**src/hw/rtl/tbec_pkg.sv**
```systemverilog
// ----------------------------------------------------------------------------
// tbec_pkg
// Shared types and constants of the backslash escape / unescape codec.
// ----------------------------------------------------------------------------
package tbec_pkg;

  // Configuration
  localparam int unsigned MAX_EXTRA_DEF = 8;
  localparam int unsigned CFG_DATA_W    = 64;
  localparam int unsigned CFG_ADDR_W    = 2;
  localparam int unsigned CNT_W         = 4;

  typedef enum logic [CFG_ADDR_W-1:0] {
    CFG_MODE        = 2'd0,
    CFG_EXTRA_CHARS = 2'd1,
    CFG_EXTRA_COUNT = 2'd2
  } cfg_idx_e;

  localparam logic MODE_ESCAPE   = 1'b0;
  localparam logic MODE_UNESCAPE = 1'b1;

  // Characters
  localparam logic [7:0] CH_SPACE      = 8'h20;
  localparam logic [7:0] CH_NL         = 8'h0A;
  localparam logic [7:0] CH_TAB        = 8'h09;
  localparam logic [7:0] CH_CR         = 8'h0D;
  localparam logic [7:0] CH_UNDERSCORE = 8'h5F;
  localparam logic [7:0] CH_STAR       = 8'h2A;
  localparam logic [7:0] CH_BSLASH     = 8'h5C;
  localparam logic [7:0] CH_N          = 8'h6E;
  localparam logic [7:0] CH_T          = 8'h74;
  localparam logic [7:0] CH_R          = 8'h72;

  // Result queue
  localparam int unsigned RES_DEPTH = 3;
  localparam int unsigned RES_CNT_W = 2;

  typedef struct packed {
    logic       bad_escape;
    logic       string_last;
    logic       run_last;
    logic [7:0] out_byte;
  } result_t;

  typedef struct packed {
    logic pending;
    logic discarding;
  } codec_state_t;

  // Results of one input byte, in order res0 then res1
  typedef struct packed {
    logic [1:0] n;
    result_t    res0;
    result_t    res1;
  } res_push_t;

endpackage

```
**src/hw/rtl/tbec_decode.sv**
```systemverilog
// ----------------------------------------------------------------------------
// tbec_decode
// Escape / unescape decision for one byte: results and next codec state.
// ----------------------------------------------------------------------------
module tbec_decode #(
  parameter int unsigned MaxExtra = tbec_pkg::MAX_EXTRA_DEF
) (
  input  logic [7:0]                 byte_i,
  input  logic                       eos_i,
  input  logic                       mode_i,
  input  logic [8*MaxExtra-1:0]      extra_chars_i,
  input  logic [tbec_pkg::CNT_W-1:0] extra_count_i,
  input  tbec_pkg::codec_state_t     state_i,
  output tbec_pkg::codec_state_t     state_o,
  output tbec_pkg::res_push_t        push_o
);
  import tbec_pkg::*;

  logic extra_hit;

  // Compare against each active extra byte; lanes past MaxExtra never exist
  always_comb begin
    extra_hit = 1'b0;
    for (int k = 0; k < MaxExtra; k++) begin
      if ((CNT_W'(k) < extra_count_i) && (extra_chars_i[8*k +: 8] == byte_i)) begin
        extra_hit = 1'b1;
      end
    end
  end

  always_comb begin
    logic       two;
    logic       ok;
    logic [7:0] second;
    logic [7:0] r;
    result_t    err;

    two     = 1'b0;
    ok      = 1'b1;
    second  = byte_i;
    r       = byte_i;
    err     = '{bad_escape: 1'b1, string_last: 1'b1, run_last: 1'b1, out_byte: 8'h00};
    state_o = state_i;
    push_o  = '0;

    if (state_i.discarding) begin
      // Drop bytes up to the end of the string
      if (eos_i) begin
        state_o = '0;
      end
    end else if (mode_i == MODE_ESCAPE) begin
      state_o.pending = 1'b0;
      two = 1'b1;
      case (byte_i)
        CH_SPACE: begin
          second = CH_UNDERSCORE;
          two    = 1'b0;
        end
        CH_NL:  second = CH_N;
        CH_TAB: second = CH_T;
        CH_CR:  second = CH_R;
        CH_UNDERSCORE, CH_STAR, CH_BSLASH: second = byte_i;
        default: two = extra_hit;
      endcase
      if (two) begin
        push_o.n    = 2'd2;
        push_o.res0 = '{bad_escape: 1'b0, string_last: 1'b0, run_last: 1'b0,
                        out_byte: CH_BSLASH};
        push_o.res1 = '{bad_escape: 1'b0, string_last: eos_i, run_last: 1'b1,
                        out_byte: second};
      end else begin
        push_o.n    = 2'd1;
        push_o.res0 = '{bad_escape: 1'b0, string_last: eos_i, run_last: 1'b1,
                        out_byte: second};
      end
    end else if (!state_i.pending) begin
      if (byte_i == CH_BSLASH) begin
        if (eos_i) begin
          // Trailing backslash
          push_o.n    = 2'd1;
          push_o.res0 = err;
        end else begin
          state_o.pending = 1'b1;
        end
      end else begin
        push_o.n    = 2'd1;
        push_o.res0 = '{bad_escape: 1'b0, string_last: eos_i, run_last: 1'b1,
                        out_byte: (byte_i == CH_UNDERSCORE) ? CH_SPACE : byte_i};
      end
    end else begin
      state_o.pending = 1'b0;
      case (byte_i)
        CH_N: r = CH_NL;
        CH_T: r = CH_TAB;
        CH_R: r = CH_CR;
        CH_UNDERSCORE, CH_STAR, CH_BSLASH: r = byte_i;
        default: ok = extra_hit;
      endcase
      push_o.n = 2'd1;
      if (ok) begin
        push_o.res0 = '{bad_escape: 1'b0, string_last: eos_i, run_last: 1'b1,
                        out_byte: r};
      end else begin
        push_o.res0        = err;
        state_o.discarding = !eos_i;
      end
    end
  end

endmodule

```
**src/hw/rtl/tbec_res_fifo.sv**
```systemverilog
// ----------------------------------------------------------------------------
// tbec_res_fifo
// Three-entry shifting result queue: takes up to two results, emits one.
// ----------------------------------------------------------------------------
module tbec_res_fifo (
  input  logic                           clk_i,
  input  logic                           rst_ni,
  input  tbec_pkg::res_push_t            push_i,
  input  logic                           pop_ready_i,
  output logic                           valid_o,
  output tbec_pkg::result_t              head_o,
  output logic [tbec_pkg::RES_CNT_W-1:0] cnt_o
);
  import tbec_pkg::*;

  result_t [RES_DEPTH-1:0] ent_q, ent_d;
  logic [RES_CNT_W-1:0]    cnt_q, cnt_d;
  logic                    pop;
  logic [RES_CNT_W-1:0]    base;

  assign valid_o = (cnt_q != '0);
  assign head_o  = ent_q[0];
  assign cnt_o   = cnt_q;
  assign pop     = valid_o && pop_ready_i;
  assign base    = cnt_q - RES_CNT_W'(pop);

  always_comb begin
    ent_d = ent_q;
    // Advance the queue on a transfer
    if (pop) begin
      for (int i = 0; i < RES_DEPTH - 1; i++) begin
        ent_d[i] = ent_q[i+1];
      end
    end
    for (int i = 0; i < RES_DEPTH; i++) begin
      if ((push_i.n != 2'd0) && (RES_CNT_W'(i) == base)) begin
        ent_d[i] = push_i.res0;
      end
      if ((push_i.n == 2'd2) && ((RES_CNT_W+1)'(i) == ({1'b0, base} + 3'd1))) begin
        ent_d[i] = push_i.res1;
      end
    end
    cnt_d = base + push_i.n;
  end

  always_ff @(posedge clk_i or negedge rst_ni) begin
    if (!rst_ni) begin
      cnt_q <= '0;
    end else begin
      cnt_q <= cnt_d;
    end
  end

  always_ff @(posedge clk_i) begin
    ent_q <= ent_d;
  end

endmodule

```
**src/hw/rtl/text_backslash_escape_codec.sv**
```systemverilog
// ----------------------------------------------------------------------------
// text_backslash_escape_codec
// Byte stream backslash escape / unescape codec with end-of-string handling.
// ----------------------------------------------------------------------------
//
// Channel   Direction  tdata         tlast          tuser
// s_axis    in         in_byte[7:0]  end_of_string  -
// m_axis    out        out_byte[7:0] string_last    [0] run_last, [1] bad_escape
// cfg       in         cfg_data_i (64b write data), cfg_addr_i register index
//
// Flow: a byte is registered at the input, decoded in one pass and its
// zero, one or two results are written to a three-entry result queue. The
// input stage advances whenever the queue has room for the byte's results,
// so one-result bytes stream at one per cycle while the output is ready,
// and two-result bytes (escape of a special character) are held back by the
// single output port of the queue. Reset clears the codec state, the config
// and both stages; an output stall backs up into the queue and then stalls
// the input.
// ----------------------------------------------------------------------------
module text_backslash_escape_codec #(
  parameter int unsigned MaxExtra = tbec_pkg::MAX_EXTRA_DEF
) (
  input  logic                            clk_i,
  input  logic                            rst_ni,
  // Input byte stream
  input  logic                            s_axis_tvalid_i,
  output logic                            s_axis_tready_o,
  input  logic [7:0]                      s_axis_tdata_i,   // [7:0] in_byte
  input  logic                            s_axis_tlast_i,   // end_of_string
  // Result stream
  output logic                            m_axis_tvalid_o,
  input  logic                            m_axis_tready_i,
  output logic [7:0]                      m_axis_tdata_o,   // [7:0] out_byte
  output logic                            m_axis_tlast_o,   // string_last
  output logic [1:0]                      m_axis_tuser_o,   // [0] run_last, [1] bad_escape
  // Configuration writes
  input  logic                            cfg_valid_i,
  output logic                            cfg_ready_o,
  input  logic [tbec_pkg::CFG_ADDR_W-1:0] cfg_addr_i,
  input  logic [tbec_pkg::CFG_DATA_W-1:0] cfg_data_i
);
  import tbec_pkg::*;

  // Config registers
  logic                  mode_q;
  logic [8*MaxExtra-1:0] extra_chars_q;
  logic [CNT_W-1:0]      extra_count_q;

  // Input stage
  logic       in_valid_q;
  logic [7:0] in_byte_q;
  logic       in_eos_q;

  codec_state_t          state_q, state_d;
  res_push_t             dec_push, fifo_push;
  result_t               head;
  logic [RES_CNT_W-1:0]  fifo_cnt;
  logic                  advance;

  // Config writes are always taken; software writes only while idle
  assign cfg_ready_o = 1'b1;

  always_ff @(posedge clk_i or negedge rst_ni) begin
    if (!rst_ni) begin
      mode_q        <= MODE_ESCAPE;
      extra_chars_q <= '0;
      extra_count_q <= '0;
    end else if (cfg_valid_i) begin
      case (cfg_addr_i)
        CFG_MODE:        mode_q        <= cfg_data_i[0];
        CFG_EXTRA_CHARS: extra_chars_q <= cfg_data_i[8*MaxExtra-1:0];
        CFG_EXTRA_COUNT: extra_count_q <= cfg_data_i[CNT_W-1:0];
        default: ;
      endcase
    end
  end

  tbec_decode #(
    .MaxExtra(MaxExtra)
  ) u_decode (
    .byte_i        (in_byte_q),
    .eos_i         (in_eos_q),
    .mode_i        (mode_q),
    .extra_chars_i (extra_chars_q),
    .extra_count_i (extra_count_q),
    .state_i       (state_q),
    .state_o       (state_d),
    .push_o        (dec_push)
  );

  // Advance the held byte once the queue has room for all of its results
  assign advance = in_valid_q &&
                   (({1'b0, fifo_cnt} + {1'b0, dec_push.n}) <= (RES_CNT_W+1)'(RES_DEPTH));
  assign s_axis_tready_o = !in_valid_q || advance;

  always_comb begin
    fifo_push = dec_push;
    if (!advance) begin
      fifo_push.n = 2'd0;
    end
  end

  always_ff @(posedge clk_i or negedge rst_ni) begin
    if (!rst_ni) begin
      in_valid_q <= 1'b0;
      state_q    <= '0;
    end else begin
      if (s_axis_tready_o) begin
        in_valid_q <= s_axis_tvalid_i;
      end
      if (advance) begin
        state_q <= state_d;
      end
    end
  end

  // Hold the payload unless a new byte transfers in
  always_ff @(posedge clk_i) begin
    if (s_axis_tvalid_i && s_axis_tready_o) begin
      in_byte_q <= s_axis_tdata_i;
      in_eos_q  <= s_axis_tlast_i;
    end
  end

  tbec_res_fifo u_res_fifo (
    .clk_i       (clk_i),
    .rst_ni      (rst_ni),
    .push_i      (fifo_push),
    .pop_ready_i (m_axis_tready_i),
    .valid_o     (m_axis_tvalid_o),
    .head_o      (head),
    .cnt_o       (fifo_cnt)
  );

  assign m_axis_tdata_o = head.out_byte;
  assign m_axis_tlast_o = head.string_last;
  assign m_axis_tuser_o = {head.bad_escape, head.run_last};

endmodule

```
**config.mk**
```make
export PLATFORM = sky130hd
export DESIGN_NAME = text_backslash_escape_codec
export DESIGN_NICKNAME = d
export VERILOG_FILES = /design/src/hw/rtl/tbec_pkg.sv /design/src/hw/rtl/tbec_decode.sv /design/src/hw/rtl/tbec_res_fifo.sv /design/src/hw/rtl/text_backslash_escape_codec.sv
export SDC_FILE = /design/constraint.sdc
export NUM_CORES = 1
export LEC_CHECK = 0
export BUFFER_PORTS_ARGS = -buffer_cell sky130_fd_sc_hd__buf_2
export CAP_MARGIN = 20
export CORE_UTILIZATION = 35
export DETAILED_ROUTE_END_ITERATION = 6
export PLACE_DENSITY = 0.5
export SLEW_MARGIN = 10
export SYNTH_ARGS = -nofsm -noshare
export SYNTH_HDL_FRONTEND = slang
export SYNTH_SLANG_ARGS = --single-unit
```
**constraint.sdc**
```tcl
create_clock -name clk_i -period 12.5 [get_ports clk_i]
set_input_delay 0.625 -clock clk_i [delete_from_list [all_inputs] [get_ports clk_i]]
set_output_delay 0.625 -clock clk_i [all_outputs]
set_load 0.03 [all_outputs]
```
======== Word level (Yosys, flattened, before mapping) ========
Index checks and enable logic that the tools add are counted.
storage, ports and cells
  flip-flop bits (word level) ............. 116
  latch bits .............................. 0
  bits in writable memories ............... 0
  bits in read-only memories .............. 0
  input port bits ......................... 80
  output and inout port bits .............. 14
  logic and storage cells ................. 138
  memories ................................ 0
operators by class
  $add $sub $neg .......................... 4
  $mul .................................... 0
  divide/modulo/power cells ............... 0
  $lt $le $gt $ge ......................... 9
  equal/unequal tests ..................... 26
  shift operators ......................... 0
  muxes and demuxes ....................... 44
  bitwise gates (word level) .............. 0
  reduce and logical (&&, ||, !) cells .... 34
operator list
  operator              number
  $mux W11              7
  $eq A8 B8 Y1          8
  $eq A8 B7 Y1 const B  5
  $mux W12              3
  $pmux W8 S4           1
  $mux W13              2
  $eq A8 B4 Y1 const B  3
  $mux W24              1
  $pmux W8 S3           1
  $mux W22              1
  $mux W1               21
  $mux W10              2
  $logic_and A1 B1 Y1   17
  $eq A8 B6 Y1 const B  2
  $lt A3 B4 Y1 const A  4
  $reduce_or A6 Y1      2
  $lt A1 B4 Y1 const A  2
  $lt A2 B4 Y1 const A  2
  $mux W8               1
  $reduce_and A2 Y1     4
  $mux W2               3
  $reduce_bool A2 Y1    3
  $reduce_bool A3 Y1    2
  $eq A2 B2 Y1 const B  2
  other kinds (16)      18

======== Longest topological paths before layout ========
  depth after elaboration ................. 26
  mapped depth ............................ 19
  gate-level depth less buffers ........... 16

======== Cells and area by module ========
Synthesis repeated with hierarchy kept, for this count alone.
second synthesis, totals
  cells, all modules ...................... 562
  area, all modules ....................... 6,961.7 um2
by module, submodules not included
  module                       instances  cells each  area each (um2)  seq. area each (um2)
  text_backslash_escape_codec  1          172         3,329.4          2,072.0
  tbec_res_fifo                1          143         1,881.8          1,041.0
  tbec_decode                  1          247         1,750.4          0.0

======== Worst setup path before layout ========
No wires, ideal clock.
  path kind ............................... register to register
  start point ............................. register in_byte_q[6]
  end point ............................... register u_res_fifo.ent_q[13] (netlist name), data pin
  library setup time ...................... 0.259 ns
  arrival ................................. 3.875 ns
  required time ........................... 12.241 ns
  slack ................................... 8.366 ns
  cell stages (with the launch flop) ...... 19
  buffers on the path ..................... 2
  clock period less this slack ............ 4.134 ns
  path through ............................ edfxtp_1 buf_6 nor3_2 nand4b_2 nand3_2 nor4b_1 a211o_1 o21ai_1 or2_2 inv_1 ha_1 fa_1 nand2b_1 nor2_1 nand3_1 or3_4 buf_6 mux2i_1 or2_1
RTL lines
  element                   line                                text
  start: declaration        text_backslash_escape_codec.sv:51   logic [7:0] in_byte_q;
  start signal: assignment  text_backslash_escape_codec.sv:120  in_byte_q <= s_axis_tdata_i;
  end signal: assignment    tbec_res_fifo.sv:55                 ent_q <= ent_d;
  end: declaration          tbec_res_fifo.sv:16                 result_t [RES_DEPTH-1:0] ent_q, ent_d;

======== Worst setup path in the final report ========
  start point ............................. register in_byte_q[1]
  end point ............................... register u_res_fifo.ent_q (netlist bit u_res_fifo.head_o[4]), enable pin
on the way
  longest elaborated chain between the ends .. 23
ends and longest elaborated chain
  element                                             line                                      text
  $eq A8 B8 Y1                                        tbec_decode.sv:25                         if ((CNT_W'(k) < extra_count_i) && (extra_chars_i[8*k +: 8] == byte_i)) begin
  $logic_and A1 B1 Y1                                 tbec_decode.sv:25
  $mux W1 (8 in series)                               tbec_decode.sv:25
  $pmux W1 S2                                         tbec_decode.sv:54                         case (byte_i)
  $mux W1                                             tbec_decode.sv:51                         end else if (mode_i == MODE_ESCAPE) begin
  $mux W1                                             tbec_decode.sv:46                         if (state_i.discarding) begin
  $mux W13                                            tbec_decode.sv:65                         if (two) begin
  $mux W13 *                                          tbec_decode.sv:51
  $mux W24 *                                          tbec_decode.sv:46
  $add A2 B2 Y3                                       text_backslash_escape_codec.sv:93         (({1'b0, fifo_cnt} + {1'b0, dec_push.n}) <= (RES_CNT_W+1)'(RES_DEPTH));
  $le A3 B2 Y1                                        text_backslash_escape_codec.sv:93
  $logic_and A1 B1 Y1                                 text_backslash_escape_codec.sv:92         assign advance = in_valid_q &&
  $mux W2 *                                           text_backslash_escape_codec.sv:98         if (!advance) begin
  $eq A2 B2 Y1 or $reduce_bool A2 Y1 (tied branches)  tbec_res_fifo.sv:39, tbec_res_fifo.sv:36
  $logic_and A1 B1 Y1, on equally long branches       tbec_res_fifo.sv:39, tbec_res_fifo.sv:36
  $reduce_bool A3 Y1 (no source line) *               -
Mark *: on every way between the ends. The rest lies on a longest branch, timed or not. The select of a mux whose other input is x is not followed.
A chain may end at the register's enable or synchronous reset.

==> metrics <==
IO Pins 94; Seq/Total Area, Yosys 48.6%; Nets 705; minimum clock period 5.63 ns; syn nets 634; part of the cycle the worst path needs 45.0%; FFs w/ async S/R, synth 63.8%; gr usage total 17.9%; DP HPWL 11.1 mm; Root Driver clkbuf_16; setup violators final 0; Reg clk slew, reported paths 0.06 ns; postcts setup bufs 0; CTS Hold Bufs 0; DRT Wirelength 15.5 mm; Final Wtd Congestion 0.898; Pint 997 uW; CP Class flip-flop to flip-flop; Post-DP Area 6890 um^2; Startpoint Class flip-flop; drt wl/cell 18.0 um; CTS Buf Count 17; Crit-path slowest cell edfxtp_1; initial core utilization 35.7%; measured slew at the worst slew-check pin 1.08 ns; Post-synth EDFFs 42; cells after synthesis 550; Synth Register Bits 116; P_leak 0.00321 uW; number of cell rows 49; synth warn 0; drt drc 2; finished layout cell area 7460 um^2; Flop pwr share 40.6%; Mean Syn Cell Area 11.6 um^2; largest net degree at the start of global routing 75; Synth Cell Area 6410 um^2; Psw 510 uW; vias per cell 5.23; total number of vias 4,510; clk sinks 116; Syn-to-layout area delta 16.4%; Critical Path Start in_byte_q[1]$_DFFE_PP_; Final Power 1510 uW; vias in the first global route 4,777; switching part of the total 33.9%; post-CTS sizing 0; CTS max path bufs 2; IR drop worst, VDD 0.103 mV; Total Neg Setup Slack 0 ns; crit-path max cell delay 1.06 ns; Fmax achieved 178 MHz; router iterations before antenna repair 7; Clock power frac 31.0%; first-pass GRT wire length 25.4 mm; Max-Cap Viols 0; Core Region 18,000 um^2; Bufs and invs on worst path 1; CP Capture Type flip-flop; die area 18,800 um^2; Buffers on Ports 92; CP arrival 5.68 ns; CP delay by family, top simple AND/OR/NAND/NOR gates; CP Max Fanout 24; worst relative slew slack 27.8%; Data required, critical path 12.56 ns; initial antenna violation count 0; share of cells above drive strength 1 33.6%; worst hold path class input port to async pin; top post-synthesis cells by area dfrtp_1, edfxtp_1, mux2_2, xor2_1, xnor2_1; TritonCTS clock tree yes; Clock Latency Late Sink 0.42 ns; clock skew 0.0132 ns; final hold vios 0; Die X-Extent 137 um; CP Cell Sequence xor2_1 -> nor4_1 -> a22o_1 -> a21oi_1 -> a211o_1 -> o21ai_1 -> or2_2 -> inv_1 -> ha_1 -> fa_1 -> nand2b_1 -> nor3_1 -> nand3_1 -> nand2_1; Antenna diodes 0; RSZ-0062 raised after global routing false; r2r startpoint in_byte_q[1]$_DFFE_PP_; layout filler cell count 1,744; Die H 137 um; Overflow after GRT 0; failing checks DRC; status complete, but fails checks; PwrDens 202 nW/um^2; Yosys top cell by area dfrtp_1; Core Util, Final 41.5%; Yosys cell types 76; Slew Viols, Final 0; CTS H-tree lvls 4; ys flop type dfrtp_1; area share of the largest cell type after synthesis 28.9%; post-route ant nets 0; Comb pwr share 28.4%; initial drt markers 269
power groups by stage:
stage	combinational (uW)	sequential, uW	clock [uW]
final	428	612	467
after detailed placement	429	622	0
after floorplan	374	576	0
after global routing	480	629	492
after global placement	424	621	0
after CTS	433	615	478
cells by family after synthesis:
family	synth area share [%]
muxes	13.7
buffers and inverters	4.69
adders and majority gates	0.899
xor gates and xnor gates	9.43
DFF	48.6
AOI/OAI and AO/OA	9.22
and+or+nand+nor	13.4
other	0.0585
final cells by class:
| class | count | area, um^2 | area share [%] |
|---|---|---|---|
| multi-input combinational | 386 | 2990 | 40.1 |
| clock buffer | 21 | 472 | 6.32 |
| tap | 229 | 287 | 3.84 |
| clock inverter | 11 | 97.6 | 1.31 |
| sequential | 116 | 3110 | 41.7 |
| inverter | 7 | 26.3 | 0.352 |
| timing repair buffer | 93 | 470 | 6.31 |
sequential cells by signal, indices dropped and copies added (netlist names):
register	flops
extra_chars_q	64
extra_count_q	4
in_byte_q	8
in_eos_q	1
in_valid_q	1
mode_q	1
state_q	2
u_res_fifo.cnt_o	2
u_res_fifo.ent_q	22
u_res_fifo.head_o	11
per-stage QoR:
step | hold slack [ns] | setup WS, ns | std cells
after CTS | 0.365 | 6.89 | 863
after global routing | 0.369 | 6.36 | 863
after detailed placement | 0.519 | 6.93 | 831
final | 0.330 | 6.87 | 863
after floorplan | 0.329 | 8.37 | 550
after global placement | 0.513 | 7.15 | 831
cells in the mapped netlist, types with 3 or more instances:
cell type / count
buf_2: 6
nor2_1: 22
clkbuf_1: 14
mux2_4: 4
nor3b_1: 3
a31oi_1: 7
and3_1: 6
nor4_1: 14
nand2_1: 39
a21o_1: 5
o21ai_0: 13
buf_4: 12
o31ai_1: 8
xor2_1: 52
nand2b_1: 6
nand4_1: 8
o21ai_1: 5
edfxtp_1: 42
or2_2: 3
nor3_1: 7
a21oi_1: 14
ha_1: 3
mux2_2: 70
xnor2_1: 17
dfrtp_1: 74
buf_6: 9
inv_1: 7
nor2b_1: 6
nand3_1: 9
mux2i_1: 3
layout by cell type, fill, tap and decap left out, types with 4 or more instances in the layout:
master and instances:
a21o_1 5, a21oi_1 14, a31oi_1 7, and3_1 6, buf_2 91, clkbuf_16 18
dfrtp_1 74, edfxtp_1 42, inv_1 7, mux2_2 70, mux2_4 4, nand2_1 39
nand2b_1 6, nand3_1 9, nand4_1 8, nor2_1 22, nor2b_1 6, nor3_1 7
nor4_1 14, o21ai_0 13, o21ai_1 5, o31ai_1 8, xnor2_1 17, xor2_1 52
metal layers:
metal	wire, um	GRT usage, %	vias to the layer above
met5	0	0	-
met4	257	6.47	0
met3	801	4.45	19
met2	7750	30.1	144
met1	6710	22.2	2202
li1	-	-	2145
worst paths after layout:
path | endpoint | cells past startpoint | slack (ns)
max | u_res_fifo.head_o[4]$_DFFE_PP_ | 14 | 6.87
min | extra_chars_q[42]$_DFFE_PN0P_ | 1 | 0.33
max reg2reg | u_res_fifo.head_o[4]$_DFFE_PP_ | 14 | 6.87
min reg2reg | u_res_fifo.head_o[0]$_DFFE_PP_ | 2 | 0.52
max in group asynchronous | state_q[0]$_DFFE_PN0N_ | 1 | 11.51
min in group clk_i | in_byte_q[7]$_DFFE_PP_ | 1 | 0.39
No activity file was read; power rests on OpenSTA's default activity.
